$ cat src/hw/rtl/lfk_pkg.sv
// Shared types, constants and codes for the leg forward kinematics block.
// No dependencies; every other file of the block but lfk_stream_if imports this package.
package lfk_pkg;

   localparam int LEG_MAX     = 6;
   localparam int ANG_W       = 16;
   localparam int POS_W       = 16;
   localparam int LEN_W       = 16;
   localparam int LINK_W      = 3 * LEN_W;
   localparam int LEG_W       = 3;
   localparam int CSR_IDX_W   = 3;
   localparam int CSR_DATA_W  = 64;
   localparam int TRIG_W      = 17;
   localparam int QUEUE_DEPTH = 4;

   // quarter-wave sine polynomial coefficients, Q30
   localparam logic [30:0] SIN_A = 31'd1686629713;
   localparam logic [29:0] SIN_B = 30'd688904866;
   localparam logic [26:0] SIN_C = 27'd76016977;

   localparam logic [ANG_W-1:0] QUARTER_TURN = 16'h4000;

   typedef enum logic [CSR_IDX_W-1:0] {
      CSR_LINK    = 3'd0,
      CSR_POSE0   = 3'd1,
      CSR_POSE1   = 3'd2,
      CSR_POSE2   = 3'd3,
      CSR_POSE3   = 3'd4,
      CSR_POSE4   = 3'd5,
      CSR_POSE5   = 3'd6,
      CSR_PRESENT = 3'd7
   } csr_index_type;

   typedef struct packed {
      logic [LEG_W-1:0] leg_num;
      logic [ANG_W-1:0] yaw_angle;
      logic [ANG_W-1:0] pitch_angle;
      logic [ANG_W-1:0] bend_angle;
   } req_type;

   typedef struct packed {
      logic signed [POS_W-1:0] body_x;
      logic signed [POS_W-1:0] body_y;
      logic signed [POS_W-1:0] body_z;
      logic                    status;
   } rsp_type;

   typedef struct packed {
      logic                    absent;
      logic [ANG_W-1:0]        femur;
      logic [ANG_W-1:0]        knee;
      logic [ANG_W-1:0]        heading;
      logic signed [POS_W-1:0] off_x;
      logic signed [POS_W-1:0] off_y;
      logic signed [POS_W-1:0] off_z;
   } job_type;

   typedef struct packed {
      logic empty;
      logic full;
   } queue_status_type;

endpackage

$ cat src/hw/rtl/lfk_queue.sv
// Short job queue between the front end and the kinematics pipeline.
// Depends on lfk_pkg for the job type and depth.
module lfk_queue (
   input  logic                      clock,
   input  logic                      reset,
   input  logic                      push,
   input  lfk_pkg::job_type          push_job,
   input  logic                      pop,
   output lfk_pkg::job_type          head,
   output lfk_pkg::queue_status_type queue_status
);
   import lfk_pkg::*;

   localparam int PTR_W = $clog2(QUEUE_DEPTH);

   job_type          entry_ff [QUEUE_DEPTH];
   logic [PTR_W-1:0] wr_ff, wr_in, rd_ff, rd_in;
   logic [PTR_W:0]   count_ff, count_in;

   assign wr_in    = push ? wr_ff + 1'b1 : wr_ff;
   assign rd_in    = pop ? rd_ff + 1'b1 : rd_ff;
   assign count_in = count_ff + (PTR_W+1)'(push) - (PTR_W+1)'(pop);

   always_ff @(posedge clock) begin
      if (reset) begin
         wr_ff    <= '0;
         rd_ff    <= '0;
         count_ff <= '0;
      end else begin
         wr_ff    <= wr_in;
         rd_ff    <= rd_in;
         count_ff <= count_in;
      end
   end

   always_ff @(posedge clock) begin
      if (push) entry_ff[wr_ff] <= push_job;
   end

   assign head               = entry_ff[rd_ff];
   assign queue_status.empty = (count_ff == '0);
   assign queue_status.full  = (count_ff == (PTR_W+1)'(QUEUE_DEPTH));
endmodule

$ cat config.mk
export PLATFORM = sky130hd
export DESIGN_NAME = lfk_queue
export DESIGN_NICKNAME = d
export VERILOG_FILES = /design/src/hw/rtl/lfk_pkg.sv /design/src/hw/rtl/lfk_queue.sv
export SDC_FILE = /design/constraint.sdc
export NUM_CORES = 1
export LEC_CHECK = 0
export ABC_AREA = 1
export BUFFER_PORTS_ARGS = -buffer_cell sky130_fd_sc_hd__clkbuf_2
export CAP_MARGIN = 20
export CORE_UTILIZATION = 34
export DETAILED_ROUTE_END_ITERATION = 8
export PLACE_DENSITY = 0.62
export SYNTH_ARGS = -nofsm -noshare
export SYNTH_HDL_FRONTEND = slang
export SYNTH_SLANG_ARGS = --single-unit
$ cat constraint.sdc
create_clock -name clock -period 5.5 [get_ports clock]
set_clock_uncertainty 0.05 [all_clocks]
set_input_delay 0 -clock clock [delete_from_list [all_inputs] [get_ports clock]]
set_output_delay 0 -clock clock [all_outputs]
set_load 0.01 [all_outputs]
==> results of run 1 <==
[per-stage QoR]
step	utilization, %	hold WS, ns	std cells	power (mW)
final	42.78	0.1303	2123	7.058
after global routing	42.76	0.1166	2120	7.337
after CTS	42.71	0.08055	2118	7.163
after detailed placement	37.55	0.1426	1939	4.220
after global placement	37.55	0.1429	1939	4.203
after floorplan	-	0.02122	1188	3.981
[flip-flops by register name (all words and copies together), names as in the netlist, named ones only]
name	count
wr_ff	2
entry_ff	388
count_ff	3
rd_ff	2
[layer usage]
layer	up-vias	share of wire [%]	GRT usage (%)
met5	-	0.083	0
met4	4	2.1	4.782
li1	4727	-	-
met2	171	49	22.26
met3	46	5.0	3.244
met1	4583	44	16.75
[layout make-up]
| cell class | instances | share of cell area [%] |
|---|---|---|
| antenna | 4 | 0.05005 |
| multi-input combinational | 516 | 15.27 |
| clock inverter | 26 | 1.239 |
| clock buffer | 52 | 5.762 |
| inverter | 210 | 3.991 |
| timing repair buffer | 311 | 10.70 |
| sequential | 397 | 59.20 |
| tap | 607 | 3.798 |
[worst max path at each step]
stage                     startpoint                         to  slack, ns  cells past startpoint
2_1_floorplan  wr_ff[0]$_SDFFE_PP0P_   entry_ff[2][0]$_DFFE_PP_       2.54                      4
3_3_place_gp   wr_ff[0]$_SDFFE_PP0P_  entry_ff[2][53]$_DFFE_PP_       2.95                      5
3_5_place_dp   wr_ff[0]$_SDFFE_PP0P_  entry_ff[2][53]$_DFFE_PP_       2.92                      5
4_1_cts                     register                   head[27]       2.49                      5
5_1_grt                     register                   head[59]       2.52                      5
6_report                    register                   head[65]       2.72                      4
[what timing repair did]
item                                    in CTS  in global routing
hold buffers                               101                  0
endpoints found under the hold margin      410                  0
endpoints found under the setup margin       0                  0
[where the power goes]
group          internal, mW  switching [mW]  leakage, nW
Sequential             3.46          0.0483         3.64
Clock                  1.72            1.13        0.678
Combinational         0.259           0.435         3.40
[critical path, stage by stage (launching register included)]
cell      delay (ns)
dfxtp_4         0.77
buf_4           0.79
o211ai_2        0.17
nand2_1         0.17
clkbuf_2        0.16
[layout by cell type, fill, tap and decap left out, types with 20 or more instances in the layout]
cell and n:
a21oi_1 83, inv_1 206, o21ai_0 41, o211ai_2 70, a21oi_2 20, clkbuf_16 45, clkbuf_2 199, o21ai_1 60
dlygate4sd3_1 101, o211ai_1 27, nand2_1 202, edfxtp_1 388
[cell families (layout without fill, tap and decap cells)]
logic type               count (synthesis)  count (layout)
buffers and inverters                  275             599
flip-flops                             397             397
other                                    0               4
AND/OR/NAND/NOR                        208             208
AO/OA/AOI/OAI                          301             301
adder cells (fa/ha/maj)                  7               7
==> reports/results.txt, run 1 <==
Critical Path RT -> 5.45 ns
Port bufs -> 199
Die height -> 220.3 um
Grt ovf -> 0
Routability congestion estimate -> 0.7209
Ports -> 200
Placement Rows -> 79
Post-Synth XOR/XNOR Area -> 0%
Top-count cell post-synth -> edfxtp_1
Die Width -> 220.3 um
Minimum clock period -> 2.775 ns
DRC errors left -> 20
Simple-gate share of the synthesized area -> 4.832%
Nets -> 1586
Lkg Pwr -> 7.714 nW
Register area -> 0.01184 mm2
Combinational family with the most area after synthesis -> compound AO/OA/AOI/OAI gates
Min-delay src -> reset
Total setup buffers inserted after CTS -> 0
Starting Density -> 34.67%
Skew-Pair Late Insertion Delay -> 0.55 ns
Tightest Pin Transition -> 1.026 ns
Dpl ws -> 2.922 ns
Number of max-cap violations -> 0
Longest Clk Path Bufs -> 3
Hold WC Path Type -> in2reg
Synthesized area per cell -> 13.64 um2
Post-synth top area share -> 71.89%
Worst hold stages -> 3
Worst vdd ir -> 257.9 uV
Synth Area in Adders -> 0.5867%
Final TNS setup -> 0 ns
CP Launch Type -> register
TritonCTS buffer count -> 42
Filler Cell Count -> 4297
Ys flop type -> edfxtp_1
CTS tree -> done
Number of register bits inferred by synthesis -> 397
Vias -> 9531
Hold endpoint -> count_ff[1]$_SDFF_PP0_
Post-synth EDFFs -> 388
Number of global-route vias before repair -> 9448
Status -> complete, but fails checks
Worst r2r src -> wr_ff[0]$_SDFFE_PP0P_
Clock H-tree levels -> 2
Failing checks -> design-rule violations
Mux cell area share after synthesis -> 0%
Clock Sinks -> 397
Synth cell count leaders -> 388 x edfxtp_1, 210 x inv_1, 202 x nand2_1
WL/cell -> 15.28 um
Synth Cell Area -> 0.01621 mm2
Fmax -> 360.3 MHz
Pre-antenna DRT Iters -> 7
Reg2reg setup slack -> 3.00 ns
Largest net degree at the start of global routing -> 146
Power per cell area -> 352.9 mW/mm2
Cell taking the most area after synthesis -> edfxtp_1
Worst r2r path cells -> 5
Total GRT Usage -> 13.32%
Footprint of the multi-input gates -> 0.003053 mm2
Layout cell share with drive strength beyond 1 -> 24.07%
Rel. slew slack -> 31.60%
Fin. max-slew vios -> 0
Final setup violation count -> 0
Iteration-0 DRC Markers -> 490
Clock transition at path regs -> 0.06 ns
CP Capture Type -> primary output
Cells after Synth -> 1188
CP Max Fanout -> 66
Syn-to-layout area delta -> 23.39%
Synth Area in Compound Gates -> 13.42%
Die footprint -> 0.04855 mm2
Terminus of the critical flop-to-flop path -> entry_ff[2][53]$_DFFE_PP_
Final ANT Viol Nets -> 0
Clock Root Buffer -> clkbuf_16
Async S/R FF share, synth -> 0%
Hold Vio Cnt, Final -> 0
Kind of critical path -> reg2out
HPWL Detailed -> 18.16 mm
Synth area leaders -> edfxtp_1 72%, o211ai_2 5.4%, inv_1 4.9%
Synth cell types -> 21
Sequential share of the synthesized area -> 73.00%
Fin area -> 0.02000 mm2
Synth warn -> 0
Crit share post-route -> 50.46%
Dpl cell area -> 0.01756 mm2
Core area -> 0.04675 mm2
First-pass GRT wire length -> 49.99 mm
Final WS setup -> 2.725 ns
Post-Syn Nets -> 1296
CTS-repair resized insts -> 0
Total Routed Length -> 32.44 mm
CP arrival -> 2.73 ns
Vias per cell -> 4.489
RSZ-0062 raised after global routing -> false
Initial antenna violation count -> 4
Power figures use the tool's default switching activity.
==> run 2, diff against run 1 <==
--- a/config.mk
+++ b/config.mk
@@ -5,12 +5,12 @@
 export SDC_FILE = /design/constraint.sdc
 export NUM_CORES = 1
 export LEC_CHECK = 0
-export ABC_AREA = 1
+export ABC_AREA = 0
 export BUFFER_PORTS_ARGS = -buffer_cell sky130_fd_sc_hd__clkbuf_2
 export CAP_MARGIN = 20
 export CORE_UTILIZATION = 34
 export DETAILED_ROUTE_END_ITERATION = 8
-export PLACE_DENSITY = 0.62
+export PLACE_DENSITY = 0.65
 export SYNTH_ARGS = -nofsm -noshare
 export SYNTH_HDL_FRONTEND = slang
 export SYNTH_SLANG_ARGS = --single-unit
==> constraint.sdc (replaced) <==
create_clock -name clock -period 2.46 [get_ports clock]
set_clock_uncertainty 0.05 [all_clocks]
set_input_delay 0 -clock clock [delete_from_list [all_inputs] [get_ports clock]]
set_output_delay 0 -clock clock [all_outputs]
set_load 0.01 [all_outputs]
==> run 2 against run 1 <==
The flow now finishes without violations. Setup slack got worse by 2.4 ns. Register-to-register slack got worse by 2.2 ns. Global-route usage about the same. Total power increased by 120%. Design area decreased by 7.5%. Hold slack improved by 0.022 ns. Utilization increased by 1.4 points. Sequential share of layout area increased by 4.8 points. Critical path type unchanged. Largest power group unchanged.
==> reports/results.txt, run 2 <==
Hold endpoint -> entry_ff[0][60]$_DFFE_PP_ (was count_ff[1]$_SDFF_PP0_)
Final TNS setup -> 0 ns (unchanged)
Synthesized area per cell -> 26.27 um2 (was 13.64 um2)
Syn-to-layout area delta -> 28.24% (was 23.39%)
Fmax -> 473.3 MHz
Lkg Pwr -> 6.302 nW (was 7.714 nW)
Grt ovf -> 0 (unchanged)
CTS tree -> done (unchanged)
CP Capture Type -> primary output (unchanged)
Synth cell types -> 21 (unchanged)
Crit path buf inv count -> 2 (unchanged)
Longest Clk Path Bufs -> 3 (unchanged)
Final ANT Viol Nets -> 0 (unchanged)
Post-Syn Nets -> 657 (was 1296)
Worst r2r path cells -> 4 (was 5)
Vias per cell -> 4.683 (was 4.489)
DRC errors left -> 0 (was 20)
Worst r2r src -> wr_ff[0]$_SDFFE_PP0P_ (unchanged)
Reg2reg setup slack -> 0.78 ns (was 3.00 ns)
Status -> finished clean (was complete, but fails checks)
Clock Root Buffer -> clkbuf_16 (unchanged)
Ys flop type -> edfxtp_1 (unchanged)
Terminus of the critical flop-to-flop path -> entry_ff[2][43]$_DFFE_PP_ (was entry_ff[2][53]$_DFFE_PP_)
Synth Cell Area -> 0.01442 mm2 (was 0.01621 mm2)
RSZ-0062 raised after global routing -> false (unchanged)
Iteration-0 DRC Markers -> 323 (was 490)
Hold Vio Cnt, Final -> 0 (unchanged)
Top reg by flops -> entry_ff (unchanged)
Most common cell after layout, fill and taps aside -> edfxtp_1 (unchanged)
Die height -> 208.0 um (was 220.3 um)
Port bufs -> 199 (unchanged)
Starting Density -> 34.46% (was 34.67%)
Clock Sinks -> 397 (unchanged)
Largest net degree at the start of global routing -> 63 (was 146)
Placement Rows -> 75 (was 79)
Max reg flops -> 388 (unchanged)
Number of global-route vias before repair -> 7495 (was 9448)
Die Width -> 208.0 um (was 220.3 um)
Slowest CP cell -> mux4_2 (was buf_4)
Power per cell area -> 829.6 mW/mm2 (was 352.9 mW/mm2)
Rel. slew slack -> 60.39% (was 31.60%)
Die footprint -> 0.04325 mm2 (was 0.04855 mm2)
Kind of critical path -> reg2out (unchanged)
Layout cell share with drive strength beyond 1 -> 41.34% (was 24.07%)
Commonest non-fill, non-tap cells in the layout -> 388 x edfxtp_1, 199 x clkbuf_2, 100 x dlygate4sd3_1 (was 388 x edfxtp_1, 206 x inv_1, 202 x nand2_1)
Placed Cells -> 1283 (was 1939)
Cells after Synth -> 549 (was 1188)
Fin. max-slew vios -> 0 (unchanged)
Finished Layout Cells -> 1452 (was 2123)
Min-delay src -> push_job[60] (was reset)
Vias -> 6800 (was 9531)
Clock H-tree levels -> 2 (unchanged)
Synth area leaders -> edfxtp_1 81%, mux4_2 15%, dfxtp_1 1.2% (was edfxtp_1 72%, o211ai_2 5.4%, inv_1 4.9%)
Tightest Pin Transition -> 0.5941 ns (was 1.026 ns)
Worst hold stages -> 2 (was 3)
Synth warn -> 0 (unchanged)
Initial antenna violation count -> 1 (was 4)
Core area -> 0.04185 mm2 (was 0.04675 mm2)
Final setup violation count -> 0 (unchanged)
TritonCTS buffer count -> 41 (was 42)
WL/cell -> 19.37 um (was 15.28 um)
Total setup buffers inserted after CTS -> 0 (unchanged)
Post-synth top area share -> 80.78% (was 71.89%)
Total Routed Length -> 28.13 mm (was 32.44 mm)
CP Launch Type -> register (unchanged)
CP Cell Sequence -> buf_12 > mux4_2 > clkbuf_2 (was buf_4 > o211ai_2 > nand2_1 > clkbuf_2)
Ports -> 200 (unchanged)
HPWL Detailed -> 16.26 mm (was 18.16 mm)
First-pass GRT wire length -> 43.15 mm (was 49.99 mm)
Clock transition at path regs -> 0.06 ns (about the same)
Number of register bits inferred by synthesis -> 397 (unchanged)
Worst vdd ir -> 578.2 uV (was 257.9 uV)
Critical Path RT -> 2.41 ns (was 5.45 ns)
Async S/R FF share, synth -> 0% (unchanged)
CP arrival -> 2.06 ns (was 2.73 ns)
CP Max Fanout -> 46 (was 66)
Cell taking the most area after synthesis -> edfxtp_1 (unchanged)
Top delay family on crit path -> multiplexers (was buffers and inverters)
Top-count cell post-synth -> edfxtp_1 (unchanged)
Hold-fix buffers, CTS -> 100 (was 101)
Final Util -> 44.19% (was 42.78%)
Post-synth EDFFs -> 388 (unchanged)
Worst path max stage delay -> 0.59 ns (was 0.79 ns)
Largest regs -> entry_ff x388, count_ff x3 (unchanged)
Crit share post-route -> 85.88%
Minimum clock period -> 2.113 ns
Nets -> 995 (was 1586)
CTS-repair resized insts -> 0 (unchanged)
Skew-Pair Late Insertion Delay -> 0.55 ns (about the same)
Number of max-cap violations -> 0 (unchanged)
Total GRT Usage -> 13.27% (was 13.32%)
Hold WC Path Type -> in2reg (unchanged)
Routability congestion estimate -> 0.6631 (was 0.7209)
Sequential share of the synthesized area -> 82.03% (was 73.00%)
Synth cell count leaders -> 388 x edfxtp_1, 97 x mux4_2, 11 x buf_2 (was 388 x edfxtp_1, 210 x inv_1, 202 x nand2_1)
Pre-antenna DRT Iters -> 4 (was 7)
[run 2: worst max path at each step]
stage / start / to / slack, ns / depth (start not counted)
finish: register / head[44] / 0.35 / 3
global route: register / head[34] / 0.23 / 3
CTS: register / head[34] / 0.25 / 3
detailed placement: wr_ff[0]$_SDFFE_PP0P_ / entry_ff[3][39]$_DFFE_PP_ / 0.77 / 3
global placement: wr_ff[0]$_SDFFE_PP0P_ / entry_ff[2][44]$_DFFE_PP_ / 0.79 / 4
floorplan: wr_ff[0]$_SDFFE_PP0P_ / entry_ff[2][0]$_DFFE_PP_ / 0.23 / 3
[run 2: cells by family after synthesis]
kind of cell             synth area share, %
AO/OA/AOI/OAI                         0.1041
XOR/XNOR                              0.2863
adder cells (fa/ha/maj)               0.6593
buffers and inverters                  1.188
flip-flops                             82.03
multiplexers                           15.22
AND/OR/NAND/NOR                       0.5205
[run 2: worst reg2reg max path, cell delays in order (launching register included)]
cell and delay (ns):
dfxtp_1 0.35, inv_1 0.10, ha_1 0.15, and2_4 0.15, buf_4 0.48
[run 2: stage by stage]
stage | instance area, um2 | hold slack [ns] | power [mW] | worst slack (ns)
6_report | 18500 | 0.1520 | 15.34 | 0.3473
4_1_cts | 18490 | 0.1153 | 15.56 | 0.2500
5_1_grt | 18490 | 0.1345 | 15.91 | 0.2306
3_5_place_dp | 16220 | 0.1717 | 9.485 | 0.7704
2_1_floorplan | 14430 | 0.02161 | 8.836 | 0.2287
3_3_place_gp | 16220 | 0.1666 | 9.449 | 0.7885
[run 2: layout make-up]
class                      instances  area, um2
antenna                            1      2.502
clock buffer                      50       1102
clock inverter                    18      167.7
fill                            3584      23360
inverter                           6      22.52
multi-input combinational        124       2431
sequential                       397      11840
tap                              539      674.4
timing repair buffer             317       2257
[run 2: metal layers]
metal,up-vias,track usage (%),part of all wire (%)
li1,3029,-,-
met4,0,4.879,2.3
met2,191,22.43,49
met1,3537,16.35,42
met5,-,0,0
met3,43,3.562,6.2
[run 2: power breakdown]
group / total (mW) / switching (mW) / leakage (nW) / internal [mW]
logic: 1.57 / 0.793 / 2.04 / 0.776
registers: 7.86 / 0.0900 / 3.64 / 7.77
clock network: 5.91 / 2.43 / 0.621 / 3.48
