[config.mk]
export PLATFORM = sky130hd
export DESIGN_NAME = lfk_back_flat
export DESIGN_NICKNAME = d
export VERILOG_FILES = /design/src/hw/rtl/lfk_pkg.sv /design/src/hw/rtl/lfk_stream_if.sv /design/src/hw/rtl/lfk_sine.sv /design/src/hw/rtl/lfk_back.sv /design/src/flat_wrapper.sv
export SDC_FILE = /design/constraint.sdc
export NUM_CORES = 1
export LEC_CHECK = 0
export ABC_AREA = 0
export BUFFER_PORTS_ARGS = -buffer_cell sky130_fd_sc_hd__buf_2
export CORE_AREA = 3 3 54 66
export DETAILED_ROUTE_END_ITERATION = 6
export DIE_AREA = 0 0 57 69
export MAX_ROUTING_LAYER = met4
export PLACE_DENSITY = 0.84
export SLEW_MARGIN = 20
export SYNTH_ARGS = -nofsm -noshare
export SYNTH_HDL_FRONTEND = slang
export SYNTH_SLANG_ARGS = --single-unit
export TNS_END_PERCENT = 20
[constraint.sdc]
create_clock -name clock -period 1.3 [get_ports clock]
set_input_delay 0.065 -clock clock [delete_from_list [all_inputs] [get_ports clock]]
set_output_delay 0.065 -clock clock [all_outputs]
set_load 0.005 [all_outputs]
[src/hw/rtl/lfk_pkg.sv]
// Shared types, constants and codes for the leg forward kinematics block.
// No dependencies; every other file of the block but lfk_stream_if imports this package.
package lfk_pkg;

   localparam int LEG_MAX     = 6;
   localparam int ANG_W       = 16;
   localparam int POS_W       = 16;
   localparam int LEN_W       = 16;
   localparam int LINK_W      = 3 * LEN_W;
   localparam int LEG_W       = 3;
   localparam int CSR_IDX_W   = 3;
   localparam int CSR_DATA_W  = 64;
   localparam int TRIG_W      = 17;
   localparam int QUEUE_DEPTH = 4;

   // quarter-wave sine polynomial coefficients, Q30
   localparam logic [30:0] SIN_A = 31'd1686629713;
   localparam logic [29:0] SIN_B = 30'd688904866;
   localparam logic [26:0] SIN_C = 27'd76016977;

   localparam logic [ANG_W-1:0] QUARTER_TURN = 16'h4000;

   typedef enum logic [CSR_IDX_W-1:0] {
      CSR_LINK    = 3'd0,
      CSR_POSE0   = 3'd1,
      CSR_POSE1   = 3'd2,
      CSR_POSE2   = 3'd3,
      CSR_POSE3   = 3'd4,
      CSR_POSE4   = 3'd5,
      CSR_POSE5   = 3'd6,
      CSR_PRESENT = 3'd7
   } csr_index_type;

   typedef struct packed {
      logic [LEG_W-1:0] leg_num;
      logic [ANG_W-1:0] yaw_angle;
      logic [ANG_W-1:0] pitch_angle;
      logic [ANG_W-1:0] bend_angle;
   } req_type;

   typedef struct packed {
      logic signed [POS_W-1:0] body_x;
      logic signed [POS_W-1:0] body_y;
      logic signed [POS_W-1:0] body_z;
      logic                    status;
   } rsp_type;

   typedef struct packed {
      logic                    absent;
      logic [ANG_W-1:0]        femur;
      logic [ANG_W-1:0]        knee;
      logic [ANG_W-1:0]        heading;
      logic signed [POS_W-1:0] off_x;
      logic signed [POS_W-1:0] off_y;
      logic signed [POS_W-1:0] off_z;
   } job_type;

   typedef struct packed {
      logic empty;
      logic full;
   } queue_status_type;

endpackage

[src/hw/rtl/lfk_stream_if.sv]
// Valid/ready stream interface with a typed payload.
// No dependencies; the payload type is given at instantiation.
interface lfk_stream_if #(parameter type payload_type = logic) ();
   logic        valid;
   logic        ready;
   payload_type data;

   modport source (output valid, output data, input ready);
   modport sink   (input valid, input data, output ready);
endinterface

[src/hw/rtl/lfk_sine.sv]
// Five-stage pipelined Q15 sine of a 16-bit binary angle.
// Depends on lfk_pkg for the polynomial coefficients.
module lfk_sine (
   input  logic                              clock,
   input  logic                              en,
   input  logic [lfk_pkg::ANG_W-1:0]         ang,
   output logic signed [lfk_pkg::TRIG_W-1:0] sin_q15
);
   import lfk_pkg::*;

   logic [14:0]        x0_ff, x0_in, x1_ff, x2x_ff, x3_ff;
   logic [3:0]         neg_ff;
   logic [29:0]        sq;
   logic [30:0]        x2_in, x2_ff, x2b_ff;
   logic [57:0]        p1;
   logic [29:0]        y1_in, y1_ff;
   logic [60:0]        p2;
   logic [30:0]        y2_in, y2_ff;
   logic [45:0]        p3;
   logic [32:0]        sr;
   logic [17:0]        q;
   logic [TRIG_W-1:0]  mag;
   logic signed [TRIG_W-1:0] out_in, out_ff;

   assign x0_in = ang[14] ? 15'd16384 - {1'b0, ang[13:0]} : {1'b0, ang[13:0]};
   assign sq    = x0_ff * x0_ff;
   assign x2_in = {sq[28:0], 2'b00};
   assign p1    = 58'(SIN_C) * 58'(x2_ff);
   assign y1_in = SIN_B - {2'b00, p1[57:30]};
   assign p2    = 61'(y1_ff) * 61'(x2b_ff);
   assign y2_in = SIN_A - p2[60:30];
   assign p3    = 46'(y2_ff) * 46'(x3_ff);
   assign sr    = {1'b0, p3[45:14]} + 33'd16384;
   assign q     = sr[32:15];
   assign mag   = (q > 18'd32768) ? 17'd32768 : q[TRIG_W-1:0];
   assign out_in = neg_ff[3] ? -$signed(mag) : $signed(mag);

   always_ff @(posedge clock) begin
      if (en) begin
         x0_ff  <= x0_in;
         x1_ff  <= x0_ff;
         x2_ff  <= x2_in;
         x2x_ff <= x1_ff;
         x2b_ff <= x2_ff;
         y1_ff  <= y1_in;
         x3_ff  <= x2x_ff;
         y2_ff  <= y2_in;
         neg_ff <= {neg_ff[2:0], ang[15]};
         out_ff <= out_in;
      end
   end

   assign sin_q15 = out_ff;
endmodule

[src/hw/rtl/lfk_back.sv]
// Kinematics pipeline: six sine units, link projections, heading turn,
// rounding, offset and saturation. Depends on lfk_pkg, lfk_sine, lfk_stream_if.
module lfk_back (
   input  logic                          clock,
   input  logic                          reset,
   input  lfk_pkg::job_type              head,
   input  lfk_pkg::queue_status_type     queue_status,
   input  logic [lfk_pkg::LINK_W-1:0]    link_lengths,
   output logic                          pop,
   lfk_stream_if.source                  rsp
);
   import lfk_pkg::*;

   localparam int TRIG_STAGES = 5;
   localparam int LAST        = TRIG_STAGES + 3;

   typedef struct packed {
      logic                    absent;
      logic signed [POS_W-1:0] off_x;
      logic signed [POS_W-1:0] off_y;
      logic signed [POS_W-1:0] off_z;
   } side_type;

   logic                     en;
   logic [LAST:0]            valid_ff;
   side_type                 side_ff [LAST];
   side_type                 side_in;
   logic signed [TRIG_W-1:0] cf, sf, ck, sk, ch, sh;
   logic signed [TRIG_W-1:0] ch_a_ff, sh_a_ff, ch_b_ff, sh_b_ff;
   logic signed [LEN_W:0]    lc, lf, lt;
   logic signed [33:0]       pfc_ff, ptc_ff, pfs_ff, pts_ff;
   logic signed [35:0]       reach_ff;
   logic signed [34:0]       height_ff, zr_ff;
   logic signed [52:0]       xr_ff, yr_ff, xt, yt;
   logic signed [34:0]       zt;
   logic signed [23:0]       xs, ys, zs;
   rsp_type                  out_ff, out_in;

   function automatic logic [POS_W-1:0] sat16(input logic signed [23:0] v);
      if (v > 24'sd32767) return 16'h7FFF;
      else if (v < -24'sd32768) return 16'h8000;
      else return v[POS_W-1:0];
   endfunction

   assign en  = !valid_ff[LAST] || rsp.ready;
   assign pop = en && !queue_status.empty;

   assign side_in.absent = head.absent;
   assign side_in.off_x  = head.off_x;
   assign side_in.off_y  = head.off_y;
   assign side_in.off_z  = head.off_z;

   lfk_sine u_cf (.clock, .en, .ang(head.femur + QUARTER_TURN),   .sin_q15(cf));
   lfk_sine u_sf (.clock, .en, .ang(head.femur),                  .sin_q15(sf));
   lfk_sine u_ck (.clock, .en, .ang(head.knee + QUARTER_TURN),    .sin_q15(ck));
   lfk_sine u_sk (.clock, .en, .ang(head.knee),                   .sin_q15(sk));
   lfk_sine u_ch (.clock, .en, .ang(head.heading + QUARTER_TURN), .sin_q15(ch));
   lfk_sine u_sh (.clock, .en, .ang(head.heading),                .sin_q15(sh));

   assign lc = $signed({1'b0, link_lengths[15:0]});
   assign lf = $signed({1'b0, link_lengths[31:16]});
   assign lt = $signed({1'b0, link_lengths[47:32]});

   always_ff @(posedge clock) begin
      if (reset) begin
         valid_ff <= '0;
      end else if (en) begin
         valid_ff <= {valid_ff[LAST-1:0], pop};
      end
   end

   assign xt = xr_ff + 53'sd536870912;
   assign yt = yr_ff + 53'sd536870912;
   assign zt = zr_ff + 35'sd16384;
   assign xs = 24'($signed(xt[52:30])) + 24'(side_ff[LAST-1].off_x);
   assign ys = 24'($signed(yt[52:30])) + 24'(side_ff[LAST-1].off_y);
   assign zs = 24'($signed(zt[34:15])) + 24'(side_ff[LAST-1].off_z);

   always_comb begin
      if (side_ff[LAST-1].absent) begin
         out_in = '0;
         out_in.status = 1'b1;
      end else begin
         out_in.body_x = sat16(xs);
         out_in.body_y = sat16(ys);
         out_in.body_z = sat16(zs);
         out_in.status = 1'b0;
      end
   end

   always_ff @(posedge clock) begin
      if (en) begin
         side_ff[0] <= side_in;
         for (int i = 1; i < LAST; i++) side_ff[i] <= side_ff[i-1];
         pfc_ff    <= 34'(lf * cf);
         ptc_ff    <= 34'(lt * ck);
         pfs_ff    <= 34'(lf * sf);
         pts_ff    <= 34'(lt * sk);
         ch_a_ff   <= ch;
         sh_a_ff   <= sh;
         reach_ff  <= 36'(lc) * 36'sd32768 + 36'(pfc_ff) + 36'(ptc_ff);
         height_ff <= 35'(pfs_ff) + 35'(pts_ff);
         ch_b_ff   <= ch_a_ff;
         sh_b_ff   <= sh_a_ff;
         xr_ff     <= 53'(reach_ff) * 53'(ch_b_ff);
         yr_ff     <= 53'(reach_ff) * 53'(sh_b_ff);
         zr_ff     <= height_ff;
         out_ff    <= out_in;
      end
   end

   assign rsp.valid = valid_ff[LAST];
   assign rsp.data  = out_ff;
endmodule

[src/flat_wrapper.sv]
// flat-port wrapper written by rule: the top's interface ports become plain ports
module lfk_back_flat import lfk_pkg::*;
  (clock, reset, head, queue_status, link_lengths, pop, rsp_valid, rsp_data, rsp_ready);
  lfk_stream_if rsp_i ();
  input  logic clock;
  input  logic reset;
  input  lfk_pkg::job_type head;
  input  lfk_pkg::queue_status_type queue_status;
  input  logic [lfk_pkg::LINK_W-1:0] link_lengths;
  output logic pop;
  output wire logic [$bits(rsp_i.valid)-1:0] rsp_valid;
  output wire logic [$bits(rsp_i.data)-1:0] rsp_data;
  input wire logic [$bits(rsp_i.ready)-1:0] rsp_ready;
  assign rsp_valid = rsp_i.valid;
  assign rsp_data = rsp_i.data;
  assign rsp_i.ready = rsp_ready;
  lfk_back u_core (.clock(clock), .reset(reset), .head(head), .queue_status(queue_status), .link_lengths(link_lengths), .pop(pop), .rsp(rsp_i));
endmodule
==> impl_metrics.xml <==
<?xml version="1.0" encoding="UTF-8"?>
<metrics>
  <group name="run_status">
    <metric name="run_status" unit="">finished clean</metric>
  </group>
  <group name="timing">
    <metric name="setup_viol" unit="">0</metric>
    <metric name="worst_slew_margin_rel" unit="%">85.56</metric>
    <metric name="hold_ws" unit="ps">49.73</metric>
    <metric name="setup_clock_skew_after_layout" unit="ps">4.081</metric>
    <metric name="timing.setup.tns" unit="ps">0</metric>
    <metric name="postLayoutSetupSlackWorst" unit="ps">158.7</metric>
    <metric name="final-hold-violation-count" unit="">0</metric>
    <metric name="unrepaired_setup_endpoints_after_global_routing" unit="">false</metric>
    <metric name="final_min_period_over_clock_period" unit="%">87.79</metric>
    <metric name="worst-slew-pin-transition" unit="ps">216.2</metric>
    <metric name="timing.fmax" unit="GHz">0.8762</metric>
    <metric name="final_period_minus_worst_setup_slack" unit="ps">1141</metric>
    <metric name="maxSlewViolCount" unit="">0</metric>
  </group>
  <group name="power_and_ir_drop">
    <metric name="power_leakage" unit="nW">0.3018</metric>
    <metric name="power.total" unit="mW">0.9807</metric>
    <metric name="peakVddDrop" unit="mV">0.5623</metric>
    <metric name="pwr_density_cell" unit="mW/mm²">1291</metric>
  </group>
  <group name="placement">
    <metric name="placedCellCount" unit="">83</metric>
    <metric name="place_worst_setup_slack" unit="ps">271.1</metric>
    <metric name="routabilityCongestion" unit="">0.7295</metric>
    <metric name="dp_hpwl" unit="µm">646.2</metric>
    <metric name="placed_cell_area" unit="µm²">703.2</metric>
    <metric name="buffer_ports.inserted" unit="">7</metric>
  </group>
  <group name="clock_tree">
    <metric name="ctsResizeCount" unit="">0</metric>
    <metric name="cts-htree-levels" unit="">1</metric>
    <metric name="post-cts-setup-buffer-count" unit="">0</metric>
    <metric name="clock_path_buffers" unit="">2</metric>
    <metric name="clk-insertion-delay-late" unit="ps">280</metric>
    <metric name="cts-buffers-inserted" unit="">3</metric>
    <metric name="cts_hold_repair.buffers" unit="">2</metric>
    <metric name="tritoncts" unit="">built</metric>
    <metric name="clkSlewWorstSetupHoldPaths" unit="ps">100</metric>
    <metric name="cts.root.buffer_cell" unit="">sky130_fd_sc_hd__clkbuf_4</metric>
    <metric name="numClockSinks" unit="">18</metric>
  </group>
  <group name="layout">
    <metric name="final_cell_area" unit="µm²">759.5</metric>
    <metric name="n_antenna_cell" unit="">0</metric>
    <metric name="finish.cell_count_without_fillers" unit="">89</metric>
    <metric name="final_layout_size_suffix_gt1_share" unit="%">26.42</metric>
    <metric name="final_nets" unit="">204</metric>
    <metric name="post-route-util" unit="%">25.08</metric>
    <metric name="area_delta_synth_final" unit="%">20.92</metric>
  </group>
  <group name="detailed_routing">
    <metric name="wl_per_cell" unit="µm">10.56</metric>
    <metric name="total_drc_errors_in_the_routed_layout" unit="">0</metric>
    <metric name="route.antenna.remaining_nets" unit="">0</metric>
    <metric name="drt_pre_antenna_iters" unit="">2</metric>
    <metric name="detailroute.via_count" unit="">325</metric>
    <metric name="routed_via_count_divided_by_cell_count" unit="">3.652</metric>
    <metric name="drtIter0Drc" unit="">7</metric>
    <metric name="wl" unit="µm">940</metric>
  </group>
  <group name="setup_path">
    <metric name="crit_required" unit="ps">1240</metric>
    <metric name="crit_fanout" unit="">4</metric>
    <metric name="worstPathBufferInverterCount" unit="">1</metric>
    <metric name="worstSetupEndpointType" unit="">output pin</metric>
    <metric name="critical_path_arrival" unit="ps">1080</metric>
    <metric name="slowest_delay" unit="ps">380</metric>
    <metric name="worst_path_dominant_cell_family" unit="">flip-flops</metric>
    <metric name="crit_path_launch_type" unit="">flip-flop</metric>
    <metric name="critical_path_class" unit="">flip-flop to output pin</metric>
    <metric name="critical_path.cell_chain" unit="">nor2b_4 -&gt; nor2_1 -&gt; buf_2</metric>
    <metric name="cp_slowest_cell" unit="">sky130_fd_sc_hd__dfxtp_1</metric>
  </group>
  <group name="yosys">
    <metric name="asyncSetResetFlopFracSynth" unit="%">0</metric>
    <metric name="yosys_warnings" unit="">0</metric>
    <metric name="yosys-top-cells-area" unit="">sky130_fd_sc_hd__edfxtp_1 (43%), sky130_fd_sc_hd__dfxtp_1 (29%), sky130_fd_sc_hd__mux2i_1 (9.6%)</metric>
    <metric name="ys_seq_area_share" unit="%">71.71</metric>
    <metric name="synth_top_area_cell" unit="">sky130_fd_sc_hd__edfxtp_1</metric>
    <metric name="syn_area_per_cell" unit="µm²">15.32</metric>
    <metric name="yosys-top-cells-count" unit="">sky130_fd_sc_hd__dfxtp_1 (9), sky130_fd_sc_hd__edfxtp_1 (9), sky130_fd_sc_hd__nand2b_1 (7)</metric>
    <metric name="post_synth_instance_area" unit="µm²">628.1</metric>
    <metric name="post-synth-top-area-fraction" unit="%">43.03</metric>
    <metric name="syn-num-nets" unit="">191</metric>
    <metric name="synth_enable_flop_cells" unit="">9</metric>
    <metric name="dominantRegCellSynth" unit="">sky130_fd_sc_hd__edfxtp_1</metric>
    <metric name="yosys_register_bits" unit="">18</metric>
    <metric name="syn_inst_count" unit="">41</metric>
    <metric name="synth_cell_types" unit="">14</metric>
  </group>
  <group name="hold_path">
    <metric name="type_of_the_most_critical_hold_path" unit="">primary input to flip-flop</metric>
  </group>
  <group name="global_route">
    <metric name="grt_antenna_before_repair" unit="">0</metric>
    <metric name="groute.usage.overall" unit="%">5.690</metric>
    <metric name="grt_first_pass_wirelength" unit="µm">1683</metric>
    <metric name="grt_pass1_vias" unit="">348</metric>
    <metric name="grt_start_max_net_pins" unit="">17</metric>
    <metric name="gr-total-overflow" unit="">0</metric>
  </group>
  <group name="die">
    <metric name="core_area" unit="mm²">0.003028</metric>
    <metric name="die_width" unit="µm">57</metric>
    <metric name="initial_util" unit="%">20.74</metric>
    <metric name="die_h" unit="µm">69</metric>
    <metric name="boundaryPins" unit="">153</metric>
    <metric name="rows" unit="">22</metric>
    <metric name="die-area" unit="mm²">0.003933</metric>
  </group>
  <group name="run">
    <metric name="timing.max_cap.violations" unit="">0</metric>
  </group>
</metrics>
state kept, by name, summed over array words and instances (netlist names):
register         cells
u_core.rsp.data      1
u_core.side_ff       8
u_core.valid_ff      9
cells in the final DEF, fill, tap and decap left out:
cell type	instances
sky130_fd_sc_hd__inv_1	1
sky130_fd_sc_hd__nand4bb_1	1
sky130_fd_sc_hd__a21oi_1	1
sky130_fd_sc_hd__nor3b_1	1
sky130_fd_sc_hd__a211oi_2	1
sky130_fd_sc_hd__nor2b_4	1
sky130_fd_sc_hd__nand2b_1	7
sky130_fd_sc_hd__buf_2	7
sky130_fd_sc_hd__mux2i_1	6
sky130_fd_sc_hd__edfxtp_1	9
sky130_fd_sc_hd__nor2_1	1
sky130_fd_sc_hd__dfxtp_1	9
sky130_fd_sc_hd__clkbuf_4	3
sky130_fd_sc_hd__dlygate4sd3_1	2
sky130_fd_sc_hd__clkbuf_8	1
sky130_fd_sc_hd__inv_4	1
sky130_fd_sc_hd__o21ai_0	1
worst register-to-register path: cells and delay by family, from the launching register on:
kind | cells | cell delay (ps)
AND/OR/NAND/NOR | 1 | 240
buffers and inverters | 1 | 130
flip-flops | 1 | 380
AO/OA/AOI/OAI | 1 | 220
path summary, 6_finish.rpt:
kind | startpoint | slack (ps) | end | cells past startpoint
worst max register to register | u_core.valid_ff[8] | 260 | u_core.valid_ff[0] | 3
worst min register to register | u_core.side_ff[1][195] | 430 | u_core.rsp.data | 0
worst max-delay path | u_core.valid_ff[8] | 160 | pop | 3
worst min-delay path | reset | 50 | u_core.valid_ff[0] | 2
final cells by class:
type	instances	area (µm²)
Timing Repair Buffer	9	55.05
Inverter	2	10.01
Fill cell	324	2268
Sequential cell	18	450.4
Clock buffer	4	36.28
Tap cell	36	45.04
Multi-Input combinational cell	20	162.7
kinds of logic (layout without fill, tap and decap cells):
logic type / count (synthesis) / in the layout / share of synthesized area, %
AOI/OAI and AO/OA: 3 / 3 / 3.584
buffers and inverters: 3 / 15 / 2.390
DFF: 18 / 18 / 71.71
muxes: 6 / 6 / 9.562
and+or+nand+nor: 11 / 11 / 12.75
where the power goes:
group	internal, mW	switching, mW	total, mW
clock	0.170	0.159	0.329
sequential	0.614	0.00691	0.621
combinational	0.0178	0.0127	0.0305
total	0.802	0.178	0.981
per-layer routing:
layer	part of all wire (%)	global-route usage, %	vias up
li1	-	-	169
met1	52	7.935	152
met2	45	7.624	4
met3	3.0	1.685	0
met4	0	2.320	0
met5	0	-	-
Note: power is estimated with default switching activity, not from simulation.
